File: src/hdl/nnis_ram.sv
// Generic single-port RAM with registered read data.
module nnis_ram #(
  parameter int Width = 8,
  parameter int Depth = 256
) (
  input  logic                     clk_i,
  input  logic                     en_i,
  input  logic                     we_i,
  input  logic [$clog2(Depth)-1:0] addr_i,
  input  logic [Width-1:0]         wdata_i,
  output logic [Width-1:0]         rdata_o
);

  logic [Width-1:0] mem [Depth];
  logic [Width-1:0] rdata_q;

  always_ff @(posedge clk_i) begin
    if (en_i) begin
      if (we_i) begin
        mem[addr_i] <= wdata_i;
      end else begin
        rdata_q <= mem[addr_i];
      end
    end
  end

  assign rdata_o = rdata_q;

endmodule

File: config.mk
export PLATFORM = sky130hd
export DESIGN_NAME = nnis_ram
export DESIGN_NICKNAME = d
export VERILOG_FILES = /design/src/hdl/nnis_ram.sv
export SDC_FILE = /design/constraint.sdc
export NUM_CORES = 2
export LEC_CHECK = 0
export BUFFER_PORTS_ARGS = -buffer_cell sky130_fd_sc_hd__buf_2
export CORE_ASPECT_RATIO = 1.25
export CORE_MARGIN = 3
export CORE_UTILIZATION = 57
export DETAILED_ROUTE_END_ITERATION = 10
export HOLD_SLACK_MARGIN = 0.03
export PLACE_DENSITY_LB_ADDON = 0.08
export SYNTH_ARGS = -nofsm -noshare
export SYNTH_HDL_FRONTEND = slang
export SYNTH_SLANG_ARGS = --single-unit
File: constraint.sdc
create_clock -name clk_i -period 2.6 [get_ports clk_i]
set_input_delay 0.39 -clock clk_i [delete_from_list [all_inputs] [get_ports clk_i]]
set_output_delay 0.39 -clock clk_i [all_outputs]
set_load 0.1 [all_outputs]
## Word level (Yosys, flattened, before mapping)

Memory sizes are Yosys's and may differ from the RTL's. A register that Yosys moved wholly into a read port is not among the register bits.
Cells that the tools add are included.

| operators by class | value |
|---|---|
| add/sub/neg operators | 0 |
| multipliers | 0 |
| divide/modulo/power cells | 0 |
| order comparisons | 0 |
| eq/ne operators | 0 |
| shift-type cells | 0 |
| muxes and demuxes | 3 |
| bitwise logic cells | 1 |
| reduce and logical (&&, ||, !) cells | 1 |

Operators by type and width:

| cell | count |
|---|---|
| $mux W1 | 3 |
| $reduce_and A2 Y1 | 1 |
| $not A1 Y1 | 1 |

| storage, ports and cells | value |
|---|---|
| register bits after elaboration | 0 |
| latch bits | 0 |
| memory bits (writable) | 2,048 |
| bits in read-only memories | 0 |
| input bits | 19 |
| logic and storage cells | 6 |
| memories | 1 |

Memory list:

| memory | words | bits a word | rd ports | clocked after Yosys merged registers in | wr ports | RTL line | text |
|---|---|---|---|---|---|---|---|
| mem | 256 | 8 | 1 | 1 | 1 | 14 | `logic [Width-1:0] mem [Depth];` |

## Depth between registers and ports, before layout

| depth | value |
|---|---|
| depth in word-level cells | 3 |
| gate-level depth with buffers | 9 |
| depth with buffers taken out | 5 |

## Worst setup path after synthesis

No wires, ideal clock.

| timing | value |
|---|---|
| path kind | input to register |
| from | in addr_i[0] |
| to | mem mem[117][0], enable pin |
| library setup time | 0.370 ns |
| arrival time | 2.315 ns |
| required time | 2.230 ns |
| slack | -0.085 ns |
| stages | 8 |
| path buffers | 5 |
| cells stage by stage | buf_2 buf_6 buf_2 buf_2 nor3b_1 nand2_1 clkbuf_1 nor2_1 |

RTL lines:

| item | RTL line | text |
|---|---|---|
| from (decl) | 9 | `input logic [$clog2(Depth)-1:0] addr_i,` |
| to (decl) | 14 |  |

No word-level cell before the write port.

==> flow_metrics.env <==
export IMPL_ys_warn_count=0
export IMPL_start_util=0.5762
export IMPL_antenna_found_initial=6
export IMPL_overflow=0
export IMPL_layout_commonest_cell="edfxtp_1"
export IMPL_yosys_area_top_type_share=0.7877
export IMPL_ff_latch_area_sq_um=61740
export IMPL_outcome="finished, final reports clean"
export IMPL_ant_nets=0
export IMPL_firstDrtPassIters=5
export IMPL_layout_drive_gt1_share=0.3360
export IMPL_setup_worst_path_start_class="register"
export IMPL_worst_pin_slew_ps=754.5
export IMPL_ir_drop_mv=0.6455
export IMPL_syn_to_final_growth_pct=16.80
export IMPL_synth_area_top_cells="edfxtp_1 79%, mux4_2 15%, a22oi_1 2.5%, nor2_1 1.2%, a21oi_1 0.82%"
export IMPL_p_leak_nw=29.24
export IMPL_fillers=8668
export IMPL_io_buffers=26
export IMPL_min_path_type="primary input to register"
export IMPL_synth_avg_cell_area_sq_um=22.23
export IMPL_post_route_min_period_ps=2565
export IMPL_cts_tree="done"
export IMPL_cp_end_kind="register"
export IMPL_cts_htree_levels=4
export IMPL_placed_area_sq_um=85650
export IMPL_die_h_um=420.6
export IMPL_cts_num_sinks=2056
export IMPL_r2r_cells=7
export IMPL_dr_total_vias=39070
export IMPL_rows=151
export IMPL_cts_buffers=187
export IMPL_yosysTopAreaCell="edfxtp_1"
export IMPL_seq_area_frac_synth=0.7877
export IMPL_maxSlewHeadroom=0.4970
export IMPL_cts_root_buf="clkbuf_16"
export IMPL_synth_fp_nets=3545
export IMPL_crit_start="mem[110][4]$_DFFE_PP_"
export IMPL_crit_end="rdata_o[4]$_DFFE_PP_"
export IMPL_maxCapViolCount=0
export IMPL_io_pins=27
export IMPL_synth_seq_cells=2056
export IMPL_grt_setup_unrepaired="no"
export IMPL_final_core_util=0.6730
export IMPL_vias_per_cell=6.444
export IMPL_wirelength_um=192100
export IMPL_final_setup_viol_count=0
export IMPL_final_area_sq_um=91540
export IMPL_worstSetupPathType="register to register"
export IMPL_crit_fanout=1
export IMPL_slew_violations=0
export IMPL_drt_iter0_markers=4371
export IMPL_finalClockSkew_ps=21.76
export IMPL_hold_viol_final=0
export IMPL_fmax_ghz=0.3899
export IMPL_dieArea_sq_um=142000
export IMPL_reg2reg_to="rdata_o[4]$_DFFE_PP_"
export IMPL_netlist_area_sq_um=78380
export IMPL_gp_congestion=0.8560
export IMPL_cts_buffer_depth=3
export IMPL_p_per_area_nw_per_um2=718.7
export IMPL_layout_common_cells="2,056 x edfxtp_1, 548 x buf_4, 512 x mux4_2"
export IMPL_grt_max_degree=102
export IMPL_die_x_um=337.7
export IMPL_hold_slack_ps=93.30
export IMPL_clkSlewWorstSetupHoldPaths_ps=70
export IMPL_core_sq_um=136000
export IMPL_synthCells=3526
export IMPL_ys_types=21
export IMPL_multi_input_area_sq_um=15820
export IMPL_finalCritPeriodShare=0.9864
export IMPL_post_cts_buffers=0
export IMPL_cp_arrival_ps=3120
export IMPL_wl_per_cell_um=31.68
export IMPL_clock_latency_ps=810
export IMPL_worstPathRequired_ps=3160
export IMPL_grt_pass1_vias=40470
export IMPL_r2r_start="mem[110][4]$_DFFE_PP_"
export IMPL_drc_errors=0
export IMPL_grtUsageTotal=0.2786
export IMPL_finalNetCount=4170
export IMPL_grt_pass1_wl_um=281300
export IMPL_dp_final_hpwl_um=123700
export IMPL_r2r_slack_ps=40
[routing by layer]
layer,global-route usage,routed length [um],vias to the layer above
met5,0,17,-
met4,0.09157,6295,2
met3,0.05275,15360,307
met2,0.4593,96940,1766
met1,0.3814,73450,20740
li1,-,-,16250
[cells by family after synthesis]
kind of cell           count (synthesis)  synth area share
buffers and inverters                225           0.01282
AOI/OAI and AO/OA                    416           0.03627
and+or+nand+nor                      317           0.01606
DFF                                 2056            0.7877
muxes                                512            0.1471
[cells in the mapped netlist]
| cell type | n |
|---|---|
| or2_2 | 1 |
| clkbuf_1 | 143 |
| buf_1 | 21 |
| a22oi_1 | 256 |
| edfxtp_1 | 2056 |
| nor2b_1 | 7 |
| nand2_1 | 30 |
| buf_2 | 41 |
| buf_4 | 11 |
| and4_1 | 1 |
| nand3_1 | 4 |
| nand4_1 | 8 |
| nor2_1 | 259 |
| and2_1 | 2 |
| o41ai_1 | 32 |
| buf_6 | 9 |
| a21oi_1 | 128 |
| mux4_2 | 512 |
| nand2b_1 | 2 |
| nor3b_1 | 2 |
| nor3_1 | 1 |
[through the flow]
stage	power [mW]	TNS, ps	cells	setup WS, ps
6_report	65.79	0	6062	35.47
5_1_grt	67.72	0	6059	7.907
4_1_cts	66.25	0	6059	6.812
3_5_place_dp	40.62	-8067	5719	-1163
3_3_place_gp	40.54	-7952	5719	-1202
2_1_floorplan	38.84	-25730	3526	-85.48
[state kept, by name (all words and copies together) (netlist names)]
signal   count
mem       2048
rdata_o      8
[worst min-delay path by stage]
stage | start | slack (ps) | endpoint | cells past startpoint
2_1_floorplan | wdata_i[0] | 490 | mem[0][0]$_DFFE_PP_ | 0
3_3_place_gp | wdata_i[1] | 850 | mem[86][1]$_DFFE_PP_ | 1
3_5_place_dp | wdata_i[1] | 870 | mem[84][1]$_DFFE_PP_ | 1
4_1_cts | wdata_i[0] | 50 | mem[123][0]$_DFFE_PP_ | 1
5_1_grt | wdata_i[0] | 90 | mem[104][0]$_DFFE_PP_ | 1
6_report | wdata_i[0] | 90 | mem[104][0]$_DFFE_PP_ | 1
[final cells by class]
| class | count | share of cell area |
|---|---|---|
| Timing Repair Buffer | 661 | 0.06615 |
| Tap cell | 1759 | 0.02404 |
| Clock buffer | 230 | 0.05381 |
| Multi-Input combinational cell | 1245 | 0.1728 |
| Antenna cell | 3 | 0.00008201 |
| Sequential cell | 2056 | 0.6744 |
| Clock inverter | 108 | 0.008693 |
[power by group]
| group | total [mW] | internal (mW) | switching, mW |
|---|---|---|---|
| clock network | 25.9 | 14.4 | 11.5 |
| registers | 36.5 | 36.5 | 0.0187 |
| logic | 3.39 | 1.34 | 2.05 |
| total | 65.8 | 52.2 | 13.6 |
[timing repair]
| action | in CTS | in global routing |
|---|---|---|
| pin swaps | 0 | 1 |
| setup endpoints to repair | 7 | 5 |
| endpoints found under the hold margin | 39 | 0 |
| hold buffers | 2 | 0 |
| gates resized for setup | 12 | 6 |
[critical path: stages (launching register included)]
cell and delay (ps):
edfxtp_1 360, mux4_2 480, a22oi_1 310, buf_4 170, a21oi_1 150, o41ai_4 490
buf_4 230, nand4_1 100
Power figures use the tool's default switching activity.
