### src/hdl/nnis_pkg.sv
// Shared constants, state codes and helper function of the nearest-neighbor scaler.
package nnis_pkg;

  localparam int MaxDim      = 256;
  localparam int StoreDepth  = 65536;
  localparam int DIM_W       = 9;
  localparam int COORD_W     = 8;
  localparam int PIX_W       = 8;
  localparam int LOAD_IDX_W  = 16;
  localparam int STORE_AW    = $clog2(StoreDepth);
  localparam int CFG_IDX_W   = 8;
  localparam int DIVIDEND_W  = COORD_W + DIM_W;
  localparam int PROD_W      = 2 * DIM_W;
  localparam int DIV_CNT_W   = $clog2(DIVIDEND_W + 1);

  // Configuration register indexes.
  localparam logic [CFG_IDX_W-1:0] CFG_SOURCE_WIDTH  = 8'd0;
  localparam logic [CFG_IDX_W-1:0] CFG_SOURCE_HEIGHT = 8'd1;
  localparam logic [CFG_IDX_W-1:0] CFG_TARGET_WIDTH  = 8'd2;
  localparam logic [CFG_IDX_W-1:0] CFG_TARGET_HEIGHT = 8'd3;

  // Operation codes.
  localparam logic OP_LOAD = 1'b0;
  localparam logic OP_READ = 1'b1;

  // Sequencer states.
  localparam int ST_W = 3;
  localparam logic [ST_W-1:0] ST_IDLE  = 3'd0;
  localparam logic [ST_W-1:0] ST_WRITE = 3'd1;
  localparam logic [ST_W-1:0] ST_CHECK = 3'd2;
  localparam logic [ST_W-1:0] ST_DIVR  = 3'd3;
  localparam logic [ST_W-1:0] ST_DIVC  = 3'd4;
  localparam logic [ST_W-1:0] ST_ADDR  = 3'd5;
  localparam logic [ST_W-1:0] ST_READ  = 3'd6;

  localparam logic [DIM_W-1:0] DIM_MAX = DIM_W'(MaxDim);
  localparam logic [DIM_W-1:0] DIM_MIN = DIM_W'(1);

  // A zero size is taken as one, anything above the maximum saturates.
  function automatic logic [DIM_W-1:0] clamp_dim(input logic [DIM_W-1:0] v);
    logic [DIM_W-1:0] r;
    if (v == '0) begin
      r = DIM_MIN;
    end else if (v > DIM_MAX) begin
      r = DIM_MAX;
    end else begin
      r = v;
    end
    return r;
  endfunction

endpackage

### src/hdl/nnis_div.sv
// Restoring bit-serial divider, one quotient bit per cycle.
module nnis_div
  import nnis_pkg::*;
(
  input  logic                  clk_i,
  input  logic                  rst_ni,
  input  logic                  start_i,
  input  logic [DIVIDEND_W-1:0] dividend_i,
  input  logic [DIM_W-1:0]      divisor_i,
  output logic                  done_o,
  output logic [COORD_W-1:0]    quotient_o
);

  logic [DIM_W-1:0]      rem_q, rem_d;
  logic [DIVIDEND_W-1:0] num_q, num_d;
  logic [DIM_W-1:0]      div_q, div_d;
  logic [DIV_CNT_W-1:0]  cnt_q, cnt_d;
  logic                  run_q, run_d;
  logic                  done_q, done_d;
  logic [DIM_W:0]        trial;
  logic                  fits;

  assign trial = {rem_q, num_q[DIVIDEND_W-1]};
  assign fits  = trial >= {1'b0, div_q};

  always_comb begin
    rem_d  = rem_q;
    num_d  = num_q;
    div_d  = div_q;
    cnt_d  = cnt_q;
    run_d  = run_q;
    done_d = 1'b0;
    if (start_i) begin
      rem_d = '0;
      num_d = dividend_i;
      div_d = divisor_i;
      cnt_d = '0;
      run_d = 1'b1;
    end else if (run_q) begin
      // The remainder stays below the divisor, so it fits in DIM_W bits.
      rem_d = fits ? DIM_W'(trial - {1'b0, div_q}) : trial[DIM_W-1:0];
      num_d = {num_q[DIVIDEND_W-2:0], fits};
      cnt_d = cnt_q + 1'b1;
      if (cnt_q == DIV_CNT_W'(DIVIDEND_W - 1)) begin
        run_d  = 1'b0;
        done_d = 1'b1;
      end
    end
  end

  always_ff @(posedge clk_i or negedge rst_ni) begin
    if (!rst_ni) begin
      cnt_q  <= '0;
      run_q  <= 1'b0;
      done_q <= 1'b0;
    end else begin
      cnt_q  <= cnt_d;
      run_q  <= run_d;
      done_q <= done_d;
    end
  end

  always_ff @(posedge clk_i) begin
    rem_q <= rem_d;
    num_q <= num_d;
    div_q <= div_d;
  end

  assign done_o     = done_q;
  assign quotient_o = num_q[COORD_W-1:0];

endmodule

### config.mk
export PLATFORM = sky130hd
export DESIGN_NAME = nnis_div
export DESIGN_NICKNAME = d
export VERILOG_FILES = /design/src/hdl/nnis_pkg.sv /design/src/hdl/nnis_div.sv
export SDC_FILE = /design/constraint.sdc
export NUM_CORES = 1
export LEC_CHECK = 0
export BUFFER_PORTS_ARGS = -buffer_cell sky130_fd_sc_hd__buf_2
export CORE_AREA = 4 4 81 68
export CTS_CLUSTER_SIZE = 12
export DETAILED_ROUTE_END_ITERATION = 10
export DIE_AREA = 0 0 85 72
export GPL_ROUTABILITY_DRIVEN = 0
export PLACE_DENSITY_LB_ADDON = 0.08
export SLEW_MARGIN = 30
export SYNTH_ARGS = -nofsm -noshare
export SYNTH_HDL_FRONTEND = slang
export SYNTH_SLANG_ARGS = --single-unit
### constraint.sdc
create_clock -name clk_i -period 2.25 [get_ports clk_i]
set_clock_uncertainty 0.1 [all_clocks]
set_input_delay 0.1125 -clock clk_i [delete_from_list [all_inputs] [get_ports clk_i]]
set_output_delay 0.1125 -clock clk_i [all_outputs]
set_load 0.05 [all_outputs]
# Word-level counts from Yosys, hierarchy flattened
# Index checks and enable logic that the tools add are counted.
classes:
  add_sub_neg: 2
  order_cmp: 1
  eq_ne: 1
  n_mux: 11
  n_reduce_logical: 1
ops:
  columns: ["operator", "n"]
  rows:
  - ["two-way mux 17 bit", 2]
  - [">= comparator 10 x 9 -> 1 bit", 1]
  - ["two-way mux 5 bit", 2]
  - ["two-way mux 9 bit", 1]
  - ["subtractor 9 bit", 1]
  - ["two-way mux 1 bit", 6]
  - ["adder 5 x 1 -> 5 bit, second input constant", 1]
  - ["equality test 5 bit, second input constant", 1]
  - ["nonzero test 2 bit", 1]
word_totals:
  register_bits: 42
  elab_cells: 22

# Depth between registers and ports, before layout
depth:
  depth_word: 4
  ltp_mapped: 9
  ltp_nobuf: 9

# Worst setup path after synthesis
# OpenSTA, ideal clock, no wires.
synth_timing:
  kind: "register -> register"
  start: "register num_q[16]"
  end: "register num_q[0] (data pin)"
  setup_ps: 262
  arrival_ps: 2139
  required_time_ps: 1888
  slack_ps: -251
  path_stages_with_launch: 9
  synth_period_minus_slack_ps: 2501
  path_cell_list: "edfxtp_1 inv_1 ha_1 inv_1 fa_1 a211oi_1 o21a_1 o211ai_2 mux2_1"
synth_between:
  elab_chain_len: 3
synth_rtl:
  columns: ["element", "line", "source"]
  rows:
  - ["from (decl)", "nnis_div.sv:15", "logic [DIVIDEND_W-1:0] num_q, num_d;"]
  - ["from (signal assigned)", "nnis_div.sv:65", "num_q <= num_d;"]
  - [">= comparator 10 x 9 -> 1 bit", "nnis_div.sv:24", "assign fits = trial >= {1'b0, div_q};"]
  - ["two-way mux 17 bit", "nnis_div.sv:39", "end else if (run_q) begin"]
  - ["two-way mux 17 bit", "nnis_div.sv:33", "if (start_i) begin"]
  - ["named net num_d[0]", "nnis_div.sv:15", null]
# The timed path passes the listed nets, and every way through them passes these cells. The select of a mux whose other input is x is not followed.
# A chain may end at the register's enable or synchronous reset.

# Worst setup path after layout
# Ends and elaborated chain as after synthesis.

==> results list <==
- The startpoint identified for the worst hold timing path is dividend_i[11].
- Internal power comes to 1640 uW.
* Met2 demand-to-capacity share in global routing: 25.0%
- During I/O placement, the number of pins put on the boundary was 38.
- DRC violations left: 0
* Cts bufs inserted: 5
- The initial utilization of the core area, before any placement, comes to 47.3%.
- Tracing the worst setup path back leads to its startpoint at num_q[16].
- The via count of the first global-routing pass was 1706.
* Start of the worst register-to-register path: num_q[16]
- Via count: 1596
* Post-Synthesis Mean Instance Area: 11.6 um^2
* Final setup violation count: 4
* Core box area: 4810 um^2
- Summing all placed instances gives a cell area of 2590 um^2.
* Number of enable-type register cells in the synthesized netlist: 26
- For the worst setup path, the data arrival time is 2.25 ns.
- Setup TNS after final layout: -0.127 ns
- Setup repair after global routing could not meet its margin everywhere.
- Failing checks: setup timing
- Combinational share of power: 39.2%
- The tightest min-delay check is of the input port to flip-flop type.
* Synth Warn #: 0
- Share of final-layout standard cells stronger than drive strength 1: 38.8%
* Maximum fanout along the worst path: 8
* Largest vdd supply drop: 0.321 mV
- The worst pin sits at a relative slew slack of 68.5%.
- Vertical die dimension: 72 um
- The number of antenna violations at the first check in global routing was 0.
* Flops & latches, synth: 42
- The clock reaches the later pin of the worst-skew pair after 0.28 ns.
- In this run, the number of DRC markers left after iteration 0 of detailed routing was 66.
- Overall fraction of global-route tracks in use: 15.5%
* Most Used Layer, Global Route: met2
* Ys async rst share: 16.7%
- The worst setup path is of the flip-flop to flip-flop kind.
- Via density per instance: 5.12
- Instance count of the mapped netlist: 195
- Power spent charging and discharging nets: 792 uW
* TritonCTS clock tree: done
- Of the total power, the share spent switching nets is 32.6%.
- For the worst setup path, the data required time is 2.19 ns.
- The first global-routing pass estimated 7590 um of wire.
- At the pin with the least slew margin, the transition time is 0.470 ns.
- Met1 routing resource usage after global routing: 20.0%
* Fmax: 0.432 GHz
- Post-route design area: 2870 um^2
- Combined buffer and inverter count along the critical path: 2
- The clock tree synthesis step divided the H-tree into 2 levels.
* Proportion of power drawn by flip-flops and latches: 40.6%
- Overflow left after global routing: 0
* Clock power share: 20.2%
- Total wirelength of the detailed-routed design: 4450 um
* Most common cell after layout, fill and taps aside: sky130_fd_sc_hd__buf_2
- The final max-slew violation count is 0.
- The net count of the finished layout is 290.
- The analysis attributes to cell leakage a power of 0.00123 uW.
- Total iterations of the first detailed-routing run: 4
- The tool flagged a number of max-cap violations equal to 0.
* Worst Slack Setup Final: -0.0661 ns
- The slowest stage of the critical path belongs to the cell sky130_fd_sc_hd__edfxtp_1.
* Sequential cell area fraction in the yosys report: 50.0%
* Sink count of the clock tree: 42
- Cell Rows: 23
- In this run the power density over the cells is 848 nW/um^2.
- The synthesized netlist contains 47 unique library cells.
* List of cells traversed by the critical path: inv_1 > ha_2 > inv_2 > fa_2 > a211oi_4 > o21a_2 > o211ai_4 > mux2_4
* Die footprint: 6120 um^2
- Count of input and output buffers: 37
* Maximum buffer depth of the clock tree: 2
- Among all flip-flop cells after synthesis, the most frequent one is sky130_fd_sc_hd__edfxtp_1.
- Fill cells in the final layout number 398.
* Final period utilization: 103%
- Kind of capture point of the worst setup path: flip-flop
- On the critical path the largest part of the delay comes from compound AO/OA/AOI/OAI gates.
- Final hold viol count: 0
- Synthesized cell area: 2270 um^2
* Stage delay of the slowest cell on the critical path: 0.39 ns
* Commonest cells after routing, fill and taps aside: sky130_fd_sc_hd__buf_2, sky130_fd_sc_hd__edfxtp_1, sky130_fd_sc_hd__nor2_1
- Met3 Track Usage GR: 4.65%
- The die is 85 um wide.
- Routed WL per cell: 14.3 um
- When the netlist entered floorplanning its net count stood at 236.
* Layout area overhead: 26.4%
* Final min period: 2.32 ns
- Remaining antenna violation count: 0
- The tree is rooted in a sky130_fd_sc_hd__clkbuf_8.
- Critical path launch point type: flip-flop
- Clock-pin slew on the worst setup and hold paths: 0.08 ns
- Entering global routing, the biggest net connects 26 pins.
- Summed over all nets, the half-perimeter wirelength after detailed placement is 3250 um.
- Antenna Cells: 0
- Run status: complete, but fails checks
==> worst reg2reg max path, delay by kind of cell, from the launching register on <==
kind	cells	cell delay, ns
AOI/OAI and AO/OA	3	0.62
adders and majority gates	2	0.54
buffers and inverters	2	0.12
DFF	1	0.39
muxes	1	0.30
==> timing repair <==
item	4_1_cts	5_1_grt
setup endpoints to repair	10	10
buffers inserted	1	1
gates cloned	0	0
gates resized for setup	2	10
pin swaps	0	10
endpoints found under the hold margin	16	0
hold buffers	10	0
==> cell families after synthesis <==
group	after synthesis	share of synthesized area (%)
simple gates	47	11.3
flops	42	50.0
compound gates	33	11.1
buf+inv	30	6.39
mux	23	11.1
fa+ha+maj	12	6.94
xor+xnor	8	3.09
==> synthesized netlist by cell type, drive strengths merged, types with 2 or more instances <==
| cell type | n | share of area, % |
|---|---|---|
| nand4b | 2 | 1.0 |
| inv | 13 | 2.1 |
| mux2 | 17 | 8.4 |
| edfxtp | 26 | 34 |
| a311oi | 4 | 1.8 |
| clkbuf | 6 | 0.99 |
| xor2 | 6 | 2.3 |
| buf | 11 | 3.3 |
| nand4 | 2 | 0.55 |
| mux2i | 6 | 2.6 |
| o211a | 2 | 0.88 |
| nand3 | 3 | 0.66 |
| o211ai | 4 | 1.5 |
| nor2 | 19 | 3.1 |
| xnor2 | 2 | 0.77 |
| or3 | 2 | 0.77 |
| ha | 11 | 6.1 |
| o21ai | 2 | 0.44 |
| nor3b | 2 | 0.66 |
| a21o | 2 | 0.66 |
| nand2b | 4 | 1.1 |
| a211oi | 8 | 2.6 |
| nand2 | 6 | 0.99 |
| dfxtp | 9 | 7.9 |
| dfrtp | 7 | 7.7 |
| a21oi | 6 | 1.3 |
==> sequential cells by signal, indices dropped and copies added, names as in the netlist <==
register / count
num_q: 17
rem_q: 9
run_q: 1
done_o: 1
cnt_q: 5
div_q: 9
==> through the flow <==
stage	cells	util (%)	power, uW	hold WS (ns)	setup slack, ns
finish	312	59.7	2430	0.0258	-0.0661
global route	312	59.7	2600	0.00998	-0.183
CTS	311	58.4	2400	0.0153	-0.0752
detailed placement	292	53.9	1850	-0.147	-0.0877
global placement	292	53.9	1830	-0.152	-0.0294
floorplan	195	-	1610	-0.283	0.0177
==> area by class of cell <==
cell class	instances	area, um^2	share of cell area (%)
clock inverters	2	12.5	0.436
well taps	62	77.6	2.70
repair buffers	64	417	14.5
inverters	13	48.8	1.70
flip-flops and latches	42	1140	39.6
clock buffers	6	82.6	2.88
multi-input cells	123	1100	38.2
==> power groups by stage <==
stage,combinational [uW],sequential [uW],clock (uW)
finish,954,987,493
global route,1050,999,551
CTS,894,988,516
detailed placement,849,1000,0
global placement,826,1000,0
floorplan,625,986,0
==> per-layer routing <==
metal  wire [um]  vias up
li1            -      805
met1        2090      760
met2        2140       29
met3         187        2
met4          22        0
met5           0        -
==> final timing paths <==
check / endpoint / slack [ns] / depth (start not counted)
worst min register to register: rem_q[2] / 0.40 / 2
min in group asynchronous: cnt_q[0] / 0.07 / 2
max in group asynchronous: run_q / 1.82 / 2
worst max-delay path: num_q[0] / -0.07 / 8
worst min-delay path: num_q[11] / 0.03 / 2
worst max register to register: num_q[0] / -0.07 / 8
No activity file was read; power rests on OpenSTA's default activity.
